===== config.mk =====
export PLATFORM = sky130hd
export DESIGN_NAME = random_drip_wipe_transition_core
export DESIGN_NICKNAME = d
export VERILOG_FILES = /design/src/sv/rdw_pkg.sv /design/src/sv/rdw_ram.sv /design/src/sv/rdw_queue.sv /design/src/sv/rdw_front.sv /design/src/sv/rdw_divider.sv /design/src/sv/rdw_back.sv /design/src/sv/random_drip_wipe_transition_core.sv
export SDC_FILE = /design/constraint.sdc
export NUM_CORES = 2
export LEC_CHECK = 0
export ABC_AREA = 0
export BUFFER_PORTS_ARGS = -buffer_cell sky130_fd_sc_hd__buf_4
export CAP_MARGIN = 20
export CORE_AREA = 4 4 454 793
export DETAILED_ROUTE_END_ITERATION = 10
export DIE_AREA = 0 0 458 797
export HOLD_SLACK_MARGIN = 0.05
export SYNTH_ARGS = -nofsm -noshare
export SYNTH_HDL_FRONTEND = slang
export SYNTH_HIERARCHICAL = 1
export SYNTH_SLANG_ARGS = --single-unit

===== constraint.sdc =====
create_clock -name clk -period 8.4 [get_ports clk]
set_clock_uncertainty 0.1 [all_clocks]
set_input_delay 0.84 -clock clk [delete_from_list [all_inputs] [get_ports clk]]
set_output_delay 0.84 -clock clk [all_outputs]
set_load 0.05 [all_outputs]

===== src/sv/rdw_pkg.sv =====
// Package with the types and constants shared by the wipe engine modules.
package rdw_pkg;

	localparam int COLUMNS_DEF = 68;
	localparam int ROWS_DEF = 140;
	localparam int PICTURE_COUNT_DEF = 30;

	localparam logic [1:0] MODE_INIT = 2'd0;
	localparam logic [1:0] MODE_TICK = 2'd1;
	localparam logic [1:0] MODE_ACT = 2'd2;
	localparam logic [1:0] MODE_QUERY = 2'd3;

	localparam logic [1:0] CMD_NONE = 2'd0;
	localparam logic [1:0] CMD_FRAME = 2'd1;
	localparam logic [1:0] CMD_SLIDE = 2'd2;
	localparam logic [1:0] CMD_PAUSE = 2'd3;

	localparam logic [0:0] REG_DURATION = 1'd0;
	localparam logic [0:0] REG_STEP = 1'd1;

	localparam logic [15:0] DURATION_RESET = 16'd1000;
	localparam logic [9:0] STEP_RESET = 10'd50;

	typedef struct packed {
		logic [1:0] mode;
		logic [31:0] seed;
		logic idle_now;
		logic [6:0] column;
		logic [7:0] row;
		logic ink_current;
		logic ink_next;
	} in_item_t;

	typedef struct packed {
		logic pixel_on;
		logic [1:0] timer_command;
		logic [4:0] current_picture;
		logic [4:0] next_picture;
		logic in_transition;
	} out_item_t;

	function automatic logic [31:0] xorshift(input logic [31:0] s);
		logic [31:0] t;
		t = s ^ (s << 13);
		t = t ^ (t >> 17);
		t = t ^ (t << 5);
		return t;
	endfunction

endpackage


===== src/sv/rdw_ram.sv =====
// Generic single-port-write, single-port-read RAM with registered read.
module rdw_ram #(
	parameter int WIDTH = 16,
	parameter int DEPTH = 68
) (
	input logic clk,
	input logic we,
	input logic [$clog2(DEPTH)-1:0] waddr,
	input logic [WIDTH-1:0] wdata,
	input logic [$clog2(DEPTH)-1:0] raddr,
	output logic [WIDTH-1:0] rdata
);
	logic [WIDTH-1:0] mem [DEPTH];

	always_ff @(posedge clk) begin
		if (we) begin
			mem[waddr] <= wdata;
		end
		rdata <= mem[raddr];
	end
endmodule


===== src/sv/rdw_queue.sv =====
// Two-entry request queue between the front and the back.
module rdw_queue
	import rdw_pkg::*;
(
	input logic clk,
	input logic arst_n,
	input logic push,
	input in_item_t wdata,
	input logic pop,
	output logic full,
	output logic empty,
	output in_item_t rdata
);
	in_item_t mem_q [2];
	logic wptr_q, rptr_q;
	logic [1:0] count_q;

	assign full = count_q == 2'd2;
	assign empty = count_q == 2'd0;
	assign rdata = mem_q[rptr_q];

	always_ff @(posedge clk) begin
		if (push) begin
			mem_q[wptr_q] <= wdata;
		end
	end

	always_ff @(posedge clk or negedge arst_n) begin
		if (!arst_n) begin
			wptr_q <= 1'b0;
			rptr_q <= 1'b0;
			count_q <= 2'd0;
		end else begin
			if (push) begin
				wptr_q <= ~wptr_q;
			end
			if (pop) begin
				rptr_q <= ~rptr_q;
			end
			count_q <= count_q + {1'b0, push} - {1'b0, pop};
		end
	end
endmodule


===== src/sv/rdw_front.sv =====
// Front end: accepts requests and normalizes the mode-specific fields into the queue.
module rdw_front
	import rdw_pkg::*;
(
	input logic in_valid,
	output logic in_stall,
	input in_item_t in_data,
	output logic push,
	output in_item_t push_data,
	input logic q_full
);
	assign in_stall = q_full;
	assign push = in_valid && !q_full;

	// Only pixel queries carry a position, so the column and row of other requests are cleared.
	always_comb begin
		push_data = in_data;
		if (in_data.mode != MODE_QUERY) begin
			push_data.column = '0;
			push_data.row = '0;
		end
	end
endmodule


===== src/sv/rdw_divider.sv =====
// Restoring divider: 33-bit quotient of a 33-bit dividend by a 17-bit divisor.
module rdw_divider (
	input logic clk,
	input logic arst_n,
	input logic start,
	input logic [32:0] dividend,
	input logic [16:0] divisor,
	output logic done,
	output logic [32:0] quotient
);
	logic [32:0] quo_q;
	logic [17:0] rem_q;
	logic [16:0] div_q;
	logic [5:0] cnt_q;
	logic [17:0] trial;
	logic [17:0] shifted;
	logic busy;

	assign shifted = {rem_q[16:0], quo_q[32]};
	assign trial = shifted - {1'b0, div_q};
	assign busy = cnt_q != 6'd0;
	assign quotient = quo_q;

	always_ff @(posedge clk or negedge arst_n) begin
		if (!arst_n) begin
			cnt_q <= 6'd0;
			done <= 1'b0;
			quo_q <= '0;
			rem_q <= '0;
			div_q <= '0;
		end else begin
			done <= 1'b0;
			if (start) begin
				quo_q <= dividend;
				rem_q <= '0;
				div_q <= divisor;
				cnt_q <= 6'd33;
			end else if (busy) begin
				if (!trial[17]) begin
					rem_q <= trial;
					quo_q <= {quo_q[31:0], 1'b1};
				end else begin
					rem_q <= shifted;
					quo_q <= {quo_q[31:0], 1'b0};
				end
				cnt_q <= cnt_q - 6'd1;
				if (cnt_q == 6'd1) begin
					done <= 1'b1;
				end
			end
		end
	end
endmodule


===== src/sv/rdw_back.sv =====
// Back end: state machine that carries out requests, with delay RAM and divider.
module rdw_back
	import rdw_pkg::*;
#(
	parameter int COLUMNS = COLUMNS_DEF,
	parameter int ROWS = ROWS_DEF,
	parameter int PICTURE_COUNT = PICTURE_COUNT_DEF
) (
	input logic clk,
	input logic arst_n,
	input logic q_empty,
	input in_item_t q_data,
	output logic pop,
	input logic [15:0] duration,
	input logic [9:0] step,
	output logic out_valid,
	input logic out_stall,
	output out_item_t out_data
);
	localparam int CW = (COLUMNS > 1) ? $clog2(COLUMNS) : 1;
	localparam int RW = $clog2(ROWS + 5);
	localparam logic [28:0] RECIP_1K = 29'd274877907;
	localparam int PIC_BITS = (PICTURE_COUNT > 1) ? $clog2(PICTURE_COUNT) : 1;
	localparam int PIC_SHIFT = 32 + PIC_BITS;
	localparam logic [32:0] RECIP_PIC = 33'(((65'd1 << PIC_SHIFT) + 65'(PICTURE_COUNT)
		- 65'd1) / 65'(PICTURE_COUNT));

	typedef enum logic [10:0] {
		ST_IDLE = 11'b00000000001,
		ST_RND = 11'b00000000010,
		ST_QUO = 11'b00000000100,
		ST_REM = 11'b00000001000,
		ST_WR = 11'b00000010000,
		ST_RDEL = 11'b00000100000,
		ST_DIVP = 11'b00001000000,
		ST_WAITP = 11'b00010000000,
		ST_DIVU = 11'b00100000000,
		ST_WAITU = 11'b01000000000,
		ST_OUT = 11'b10000000000
	} state_t;

	state_t state_q;
	in_item_t item_q;
	logic [4:0] cur_q, nxt_q;
	logic act_q, idle_q;
	logic [15:0] elapsed_q;
	logic [31:0] rng_q;
	logic [CW:0] fill_q;
	logic [16:0] p_q, d_q;
	logic [1:0] cmd_q;
	logic pix_q;
	logic [31:0] quo_q;
	logic [9:0] rmod_q;

	logic ram_we;
	logic [CW-1:0] ram_waddr, ram_raddr;
	logic [15:0] ram_wdata, ram_rdata;

	logic div_start, div_done;
	logic [32:0] div_dividend, div_quot;
	logic [16:0] div_divisor;

	logic [31:0] rng_n;
	logic [60:0] prod_1k;
	logic [64:0] prod_pic;
	logic [38:0] prod_scale;
	logic [31:0] rem_1k;
	logic [31:0] rem_pic;
	logic [16:0] u_sat;
	logic [26:0] depth_prod;
	logic [RW-1:0] depth;
	logic [16:0] elapsed_sum;
	logic [4:0] cur_inc;
	logic col_ok;
	logic pix_val;

	rdw_ram #(.WIDTH(16), .DEPTH(COLUMNS)) u_ram (
		.clk(clk), .we(ram_we), .waddr(ram_waddr), .wdata(ram_wdata),
		.raddr(ram_raddr), .rdata(ram_rdata)
	);

	rdw_divider u_div (
		.clk(clk), .arst_n(arst_n), .start(div_start), .dividend(div_dividend),
		.divisor(div_divisor), .done(div_done), .quotient(div_quot)
	);

	assign rng_n = xorshift(rng_q);
	// Residues come from a reciprocal multiply for the quotient, then a subtract of
	// quotient times the modulus in the next state.
	assign prod_1k = 61'(rng_q) * 61'(RECIP_1K);
	assign prod_pic = 65'(rng_q) * 65'(RECIP_PIC);
	assign rem_1k = rng_q - quo_q * 32'd1000;
	assign rem_pic = rng_q - quo_q * 32'(PICTURE_COUNT);
	// The delay r * 32768 / 1000 uses the same reciprocal with the shift reduced by 15.
	assign prod_scale = 39'(rmod_q) * 39'(RECIP_1K);
	assign cur_inc = (cur_q == 5'(PICTURE_COUNT - 1)) ? 5'd0 : cur_q + 5'd1;
	assign ram_we = state_q == ST_WR;
	assign ram_waddr = fill_q[CW-1:0];
	assign ram_wdata = prod_scale[38:23];
	assign col_ok = {2'b0, item_q.column} < 9'(COLUMNS);
	assign ram_raddr = col_ok ? CW'(item_q.column) : '0;
	assign elapsed_sum = {1'b0, elapsed_q} + {7'd0, step};

	assign u_sat = (div_quot > 33'd65536) ? 17'd65536 : div_quot[16:0];
	assign depth_prod = 27'({10'd0, u_sat} * 27'(ROWS + 1));
	assign depth = RW'(depth_prod >> 16);

	always_comb begin
		logic [RW-1:0] rowx;
		rowx = RW'(item_q.row);
		if (RW < 8 && item_q.row > 8'((1 << RW) - 1)) begin
			rowx = '1;
		end
		pix_val = (rowx < depth) ? item_q.ink_next : item_q.ink_current;
		if (depth != '0 && depth <= RW'(ROWS) && ({1'b0, item_q.row} == 9'(depth)
				|| {1'b0, item_q.row} == 9'(depth) + 9'd3)) begin
			pix_val = 1'b1;
		end
	end

	always_comb begin
		div_start = 1'b0;
		div_dividend = {1'b0, elapsed_q, 16'd0};
		div_divisor = {1'b0, duration};
		if (state_q == ST_DIVP) begin
			div_start = 1'b1;
		end else if (state_q == ST_DIVU) begin
			div_start = 1'b1;
			div_dividend = {(p_q - d_q), 16'd0};
			div_divisor = 17'd65536 - d_q;
		end
	end

	assign pop = state_q == ST_IDLE && !q_empty;
	assign out_valid = state_q == ST_OUT;
	assign out_data = '{pixel_on: pix_q, timer_command: cmd_q, current_picture: cur_q,
		next_picture: nxt_q, in_transition: act_q};

	always_ff @(posedge clk) begin
		if (pop) begin
			item_q <= q_data;
		end
	end

	always_ff @(posedge clk or negedge arst_n) begin
		if (!arst_n) begin
			state_q <= ST_IDLE;
			cur_q <= '0;
			nxt_q <= '0;
			act_q <= 1'b0;
			idle_q <= 1'b0;
			elapsed_q <= '0;
			rng_q <= 32'd1;
			fill_q <= '0;
			p_q <= '0;
			d_q <= '0;
			cmd_q <= CMD_NONE;
			pix_q <= 1'b0;
			quo_q <= '0;
			rmod_q <= '0;
		end else begin
			case (state_q)
				ST_IDLE: begin
					if (pop) begin
						pix_q <= 1'b0;
						cmd_q <= CMD_NONE;
						state_q <= ST_OUT;
						case (q_data.mode)
							MODE_INIT: begin
								rng_q <= xorshift(q_data.seed | 32'd1);
								act_q <= 1'b0;
								elapsed_q <= '0;
								cmd_q <= CMD_SLIDE;
								state_q <= ST_QUO;
							end
							MODE_TICK: begin
								if (!idle_q) begin
									if (!act_q) begin
										nxt_q <= cur_inc;
										act_q <= 1'b1;
										elapsed_q <= '0;
										fill_q <= '0;
										cmd_q <= CMD_FRAME;
										state_q <= ST_RND;
									end else begin
										elapsed_q <= elapsed_sum[16] ? 16'hFFFF
											: elapsed_sum[15:0];
										if ((elapsed_sum[16] ? 16'hFFFF : elapsed_sum[15:0])
												>= duration) begin
											cur_q <= nxt_q;
											act_q <= 1'b0;
											cmd_q <= CMD_SLIDE;
										end
									end
								end
							end
							MODE_ACT: begin
								idle_q <= q_data.idle_now;
								if (q_data.idle_now) begin
									cmd_q <= CMD_PAUSE;
								end else if (idle_q) begin
									if (act_q) begin
										cur_q <= nxt_q;
										act_q <= 1'b0;
									end
									cmd_q <= CMD_SLIDE;
								end
							end
							default: begin
								if (idle_q) begin
									pix_q <= 1'b0;
								end else if (!act_q) begin
									pix_q <= q_data.ink_current;
								end else begin
									state_q <= ST_RDEL;
								end
							end
						endcase
					end
				end
				ST_RND: begin
					rng_q <= rng_n;
					state_q <= ST_QUO;
				end
				ST_QUO: begin
					if (item_q.mode == MODE_INIT) begin
						quo_q <= 32'(prod_pic >> PIC_SHIFT);
					end else begin
						quo_q <= {9'd0, prod_1k[60:38]};
					end
					state_q <= ST_REM;
				end
				ST_REM: begin
					if (item_q.mode == MODE_INIT) begin
						cur_q <= rem_pic[4:0];
						state_q <= ST_OUT;
					end else begin
						rmod_q <= rem_1k[9:0];
						state_q <= ST_WR;
					end
				end
				ST_WR: begin
					fill_q <= fill_q + (CW+1)'(1);
					if (fill_q == (CW+1)'(COLUMNS - 1)) begin
						state_q <= ST_OUT;
					end else begin
						state_q <= ST_RND;
					end
				end
				ST_RDEL: begin
					state_q <= ST_DIVP;
				end
				ST_DIVP: begin
					d_q <= col_ok ? {1'b0, ram_rdata} : 17'd0;
					state_q <= ST_WAITP;
				end
				ST_WAITP: begin
					if (div_done) begin
						if (duration == 16'd0 || div_quot > 33'd65536) begin
							p_q <= 17'd65536;
						end else begin
							p_q <= div_quot[16:0];
						end
						state_q <= ST_DIVU;
					end
				end
				ST_DIVU: begin
					if (p_q <= d_q) begin
						pix_q <= item_q.ink_current;
						state_q <= ST_OUT;
					end else begin
						state_q <= ST_WAITU;
					end
				end
				ST_WAITU: begin
					if (div_done) begin
						pix_q <= pix_val;
						state_q <= ST_OUT;
					end
				end
				ST_OUT: begin
					if (!out_stall) begin
						state_q <= ST_IDLE;
					end
				end
				default: state_q <= ST_IDLE;
			endcase
		end
	end
endmodule


===== src/sv/random_drip_wipe_transition_core.sv =====
// Top level of the random drip wipe slideshow engine.
// A tick that starts a wipe fills the delay RAM, one column per pass through the
// random, quotient, remainder and write states. A pixel query during a wipe makes two
// passes of the 33-step divider (one when the column has not started to drop). One
// request is in the back end at a time; a two-entry queue decouples the input. Reset
// is asynchronous and active low.
module random_drip_wipe_transition_core
	import rdw_pkg::*;
#(
	parameter int COLUMNS = COLUMNS_DEF,
	parameter int ROWS = ROWS_DEF,
	parameter int PICTURE_COUNT = PICTURE_COUNT_DEF
) (
	input logic clk,
	input logic arst_n,
	input logic in_valid,
	output logic in_stall,
	input in_item_t in_data,
	output logic out_valid,
	input logic out_stall,
	output out_item_t out_data,
	input logic psel,
	input logic penable,
	input logic pwrite,
	input logic [2:0] paddr,
	input logic [31:0] pwdata,
	output logic [31:0] prdata,
	output logic pready
);
	logic [15:0] duration_q;
	logic [9:0] step_q;
	logic push, q_full, q_empty, pop;
	in_item_t push_data, q_data;

	assign pready = 1'b1;

	always_ff @(posedge clk or negedge arst_n) begin
		if (!arst_n) begin
			duration_q <= DURATION_RESET;
			step_q <= STEP_RESET;
		end else if (psel && penable && pwrite && paddr[1:0] == 2'b00) begin
			if (paddr[2] == REG_DURATION) begin
				duration_q <= pwdata[15:0];
			end else begin
				step_q <= pwdata[9:0];
			end
		end
	end

	always_comb begin
		prdata = '0;
		if (paddr[2] == REG_DURATION) begin
			prdata = {16'd0, duration_q};
		end else if (paddr[2] == REG_STEP) begin
			prdata = {22'd0, step_q};
		end
	end

	rdw_front u_front (
		.in_valid(in_valid), .in_stall(in_stall),
		.in_data(in_data), .push(push), .push_data(push_data), .q_full(q_full)
	);

	rdw_queue u_queue (
		.clk(clk), .arst_n(arst_n), .push(push), .wdata(push_data), .pop(pop),
		.full(q_full), .empty(q_empty), .rdata(q_data)
	);

	rdw_back #(.COLUMNS(COLUMNS), .ROWS(ROWS), .PICTURE_COUNT(PICTURE_COUNT)) u_back (
		.clk(clk), .arst_n(arst_n), .q_empty(q_empty), .q_data(q_data), .pop(pop),
		.duration(duration_q), .step(step_q), .out_valid(out_valid),
		.out_stall(out_stall), .out_data(out_data)
	);
endmodule


* Word-level counts from Yosys, hierarchy flattened
Memory sizes are Yosys's and may differ from the RTL's. A register that Yosys moved wholly into a read port is not among the register bits.
Index checks and enable logic that the tools add are counted.
** Cells by class
- Shift-type cells :: 0
- Bitwise operators :: 12
- Order comparisons :: 6
- Equal/unequal tests :: 40
- Divide/modulo/power cells :: 0
- Multipliers :: 6
- Muxes and demuxes :: 85
- Reduce and logical (&&, ||, !) cells :: 40
- Add/subtract/negate cells :: 12
** Operator list (count)
- $mux 33 :: 4
- $xor 32x32->32 :: 4
- $mux 11 :: 11
- $pmux 11 s11 :: 1
- $mux 17 :: 7
- $mux 16 :: 5
- $mul 32x32->64 const B :: 1
- $mux 32 :: 2
- $pmux 32 s2 :: 1
- $xor 32x15->32 :: 2
- $mul 32x29->61 const B :: 1
- $mux 5 :: 9
- $mul 10x29->39 const B :: 1
- $gt 33x17->1 const B :: 1
- $pmux 11 s3 :: 1
- $mul 32x4->4 const B :: 1
- $mul 32x7->7 const B :: 1
- $mux 8 :: 4
- $pmux 16 s2 :: 1
- $mux 28 :: 1
- $mul 17x8->24 const B :: 1
- $ne 2x2->1 const B :: 12
- $mux 1 :: 23
- $pmux 5 s2 :: 2
- 62 further kinds :: 104
** Storage, ports and cells
- Memory bits (writable) :: 1192
- Logic and storage cells :: 232
- Latch bits :: 0
- Memory bits (read-only) :: 0
- Input port bits :: 94
- Register bits :: 281
- Memories :: 2
** Memories
- u_back.u_ram.mem :: words 68, width 16, read ports 1, clocked after memory_dff 1, write ports 1, line rdw_ram.sv:13 : logic [WIDTH-1:0] mem [DEPTH];
- u_queue.mem_q :: words 2, width 52, read ports 1, clocked after memory_dff 0, write ports 1, line rdw_queue.sv:14 : in_item_t mem_q [2];

* Longest topological paths before layout
- Word-level depth :: 10
- Mapped depth :: 29
- Gate-level depth less buffers :: 28

* Modules after synthesis
The synthesis kept the hierarchy.
** By module, submodules not included
- rdw_ram :: area each 42647.2 sq um, cells each 2177, times used 1
- rdw_back :: area each 35267.6 sq um, cells each 3734, times used 1
- rdw_divider :: area each 4305.4 sq um, cells each 461, times used 1
- rdw_queue :: area each 4200.3 sq um, cells each 177, times used 1
- random_drip_wipe_transition_core :: area each 1355.0 sq um, cells each 95, times used 1
- rdw_front :: area each 410.4 sq um, cells each 56, times used 1

* Least setup slack after synthesis
No wires, ideal clock.
- Kind :: flip-flop to flip-flop
- Start :: register u_back.rmod_q[8]
- End :: memory u_back.u_ram.mem[0][15], data pin
- Buffers on the path :: 0
- Data required time :: 7.568 ns
- Path slack :: 0.399 ns
- Stages on the path, launching flop included :: 19
- Setup time :: 0.732 ns
- Arrival :: 7.168 ns
- Cells stage by stage :: dfrtp_1 inv_1 ha_1 inv_1 fa_1 fa_1 fa_1 fa_1 ha_1 a21o_1 a2111oi_0 a21oi_1 nand2_1 o21ai_1 nand2_1 nand3_1 a41o_1 a21oi_1 o21ai_0
** Between the ends
- Cells in the longest elaborated chain, start to end :: 1
** RTL lines
- start: declaration :: line rdw_back.sv:53 : logic [9:0] rmod_q;
- start signal: assignment :: line rdw_back.sv:238 : rmod_q <= rem_1k[9:0];
- $mul 10x29->39 :: line rdw_back.sv:95 : assign prod_scale = 39'(rmod_q) * 39'(RECIP_1K);
- named net u_back.prod_scale[38] :: line rdw_back.sv:66 : logic [38:0] prod_scale;
- end: declaration :: line rdw_ram.sv:13
The timed path passes the listed nets, and every way through them passes these cells.

* Final worst setup path
- Start :: register u_back.rng_q[14]
- End :: register u_back.quo_q[5]
** Between the ends
- Cells in the longest elaborated chain, start to end :: 2
- Elaborated cells between the ends (all ways) :: 3
- Classes of those cells :: mul: 2; mux: 1
** RTL lines
- start: declaration :: line rdw_back.sv:47 : logic [31:0] rng_q;
- start signal: assignment :: line rdw_back.sv:170 : rng_q <= xorshift(q_data.seed | 32'd1);
- start signal: assignment :: line rdw_back.sv:222 : rng_q <= rng_n;
- $mul 32x29->61 / $mul 32x32->64 (equally long branches) :: line rdw_back.sv:90, rdw_back.sv:91
- $mux 28 (*) :: line rdw_back.sv:226 : if (item_q.mode == MODE_INIT) begin
- end signal: assignment :: line rdw_back.sv:227 : quo_q <= 32'(prod_pic >> PIC_SHIFT);
- end signal: assignment :: line rdw_back.sv:229 : quo_q <= {9'd0, prod_1k[60:38]};
- end: declaration :: line rdw_back.sv:52 : logic [31:0] quo_q;
Mark *: on every way between the ends. The rest lies on a longest branch, timed or not.
A chain may end at the register's enable or synchronous reset.

==> results.yml <==
timing:
  timing.final.crit_share: 0.9176
  setup_viol: 0
  drv_slew: 0
  maxSlewHeadroom: 0.1598
  hold_viol: 0
  finalSetupTns_ps: 0
  clock.fmax_mhz: 129.7
  timing.final.crit_period_ps: 7708
  worst_pin_slew_ps: 1251
  rsz0062_at_grt: "false"
status:
  status: "completed"
layout:
  design_area_um2: 99090
  num-nets-final: 8206
  area_growth_pct: 12.47
  layout-drive-gt1-share: 0.1169
synth:
  syn_inst: 6696
  netlist_area_um2: 88100
  ys.warnings.count: 6
  syn_area_per_cell_um2: 13.16
detailed_routing:
  wl_per_cell_um: 21.83
  drt_pass1_iterations: 5
  ant_nets: 0
  vias_per_cell: 4.568
  routed_wirelength_um: 253900
  drtIter0Drc: 3468
  num_vias: 53130
  post-route-drc-count: 0
worst_setup_path:
  path_buf_inv: 4
  endpoint_kind: "flop"
  cp.arrival_ps: 8280
  cp_top_family: "adder cells"
  cp_slowest_cell: "dfrtp_1"
  cpMostUsedCell: "fa_1"
  crit_chain: "ha_1, inv_1, fa_1, inv_1, fa_1, fa_1, fa_1, inv_1, fa_1, inv_1, fa_1, fa_1, ha_1, a21oi_1, o21ai_0, a21o_1, a21oi_1, o31a_1, nand2_1, o21ai_0, a21boi_0, o21ai_0, o311ai_0, a31oi_1"
  cp-start-kind: "flop"
  slowest_delay_ps: 750
  crit_type: "reg2reg"
  path_max_fanout: 12
  cp_data_required_time_ps: 8970
floorplan:
  die-width_um: 458
  die_h_um: 797
  core_area_um2: 353300
  io_pins: 143
  dieArea_um2: 365000
  rows: 289
  start_util: 0.2494
place:
  place_area_um2: 94800
  place_congestion: 0.9374
  dp_hpwl_um: 191400
  io_buffers: 108
global_routing:
  track_usage: 0.1371
  overflow: 0
  grt_pass1_vias: 57260
  antenna_found_initial: 8
  grt_max_degree: 130
  grt_pass1_wl_um: 375000
clocking:
  htree_num_levels: 4
  cts_tree: "built"
  insertion_delay_ps: 770
  clk_pin_slew_ps: 70
  cts_sinks: 1461
  clock_path_buffers: 4
  root_buffer: "clkbuf_16"
  cts_buffers: 138
job:
  drv_cap: 0
min_path:
  hp-class: "in2reg"
[layout make-up]
type	instances	area, um^2
Fill cell	35670	254200
Antenna cell	4	10.01
Clock buffer	163	3662
Inverter	1009	3787
Sequential cell	1461	42550
Tap cell	4656	5826
Clock inverter	72	585.6
Multi-Input combinational cell	3986	40400
Timing Repair Buffer	280	2273
[placed cells by master (no fill, tap or decap), drive strengths merged, types with 55 or more instances in the layout]
cell	count
edfxtp	1209
inv	1016
ha	736
fa	500
mux2i	327
nand2	307
buf	279
nor2	258
o21ai	256
dfrtp	225
xnor2	175
clkbuf	163
mux4	128
a21oi	120
nand3	119
a22oi	98
mux2	97
xor2	78
nor3	65
a21o	61
o22ai	55
[registers in the layout, summed over array words and instances (netlist names), 11 cells and up]
signal and cells:
u_back/u_ram/mem 1088, u_queue/mem_q 102, u_back/u_div/quotient 33, u_back/rng_q 32
u_back/item_q 19, u_back/p_q 17, u_back/u_div/div_q 17, u_back/u_div/rem_q 17
duration_q 16, u_back/d_q 16, u_back/elapsed_q 16, u_back/u_ram/rdata 16
u_back/state_q 11
[worst paths after layout]
kind                                        startpoint             endpoint  slack [ps]  depth (start not counted)
worst max-delay path                  u_back/rng_q[14]      u_back/quo_q[5]         690                         24
worst min-delay path                        in_data[0]  u_queue/mem_q[1][0]         120                          1
worst max register to register        u_back/rng_q[14]      u_back/quo_q[5]         690                         24
worst min register to register  u_back/u_ram/rdata[15]       u_back/d_q[15]         350                          2
max in group asynchronous                       arst_n     u_back/rng_q[19]        6400                          3
min in group asynchronous                       arst_n      u_back/nxt_q[3]         480                          2
[through the flow]
| step | setup slack (ps) | hold WS [ps] | std cells | utilization |
|---|---|---|---|---|
| 2_1_floorplan | 399.4 | 317.5 | 6726 | - |
| 3_3_place_gp | 831.0 | 329.4 | 11390 | 0.2683 |
| 3_5_place_dp | 761.9 | 333.9 | 11390 | 0.2683 |
| 4_1_cts | 755.0 | 60.06 | 11630 | 0.2804 |
| 5_1_grt | 348.3 | 80.70 | 11630 | 0.2805 |
| 6_report | 692.4 | 120.2 | 11630 | 0.2805 |
[timing repair]
| item | 4_1_cts | 5_1_grt |
|---|---|---|
| hold endpoints to repair | 43 | 0 |
| buffers inserted | 0 | 0 |
| hold buffers | 1 | 0 |
| resized for setup | 0 | 0 |
[per-layer routing]
layer	up-vias	global-route usage	wire length (um)	share of wire
met3	587	0.01409	8704	0.034
met1	27150	0.1354	85080	0.34
met4	4	0.1073	23880	0.094
li1	23990	-	-	-
met2	1401	0.2600	136200	0.54
met5	-	0	23	0.000091
Power is left out: the tool's default activity adds up to more than one toggle a clock period on the data nets, which glitch-free logic cannot reach.
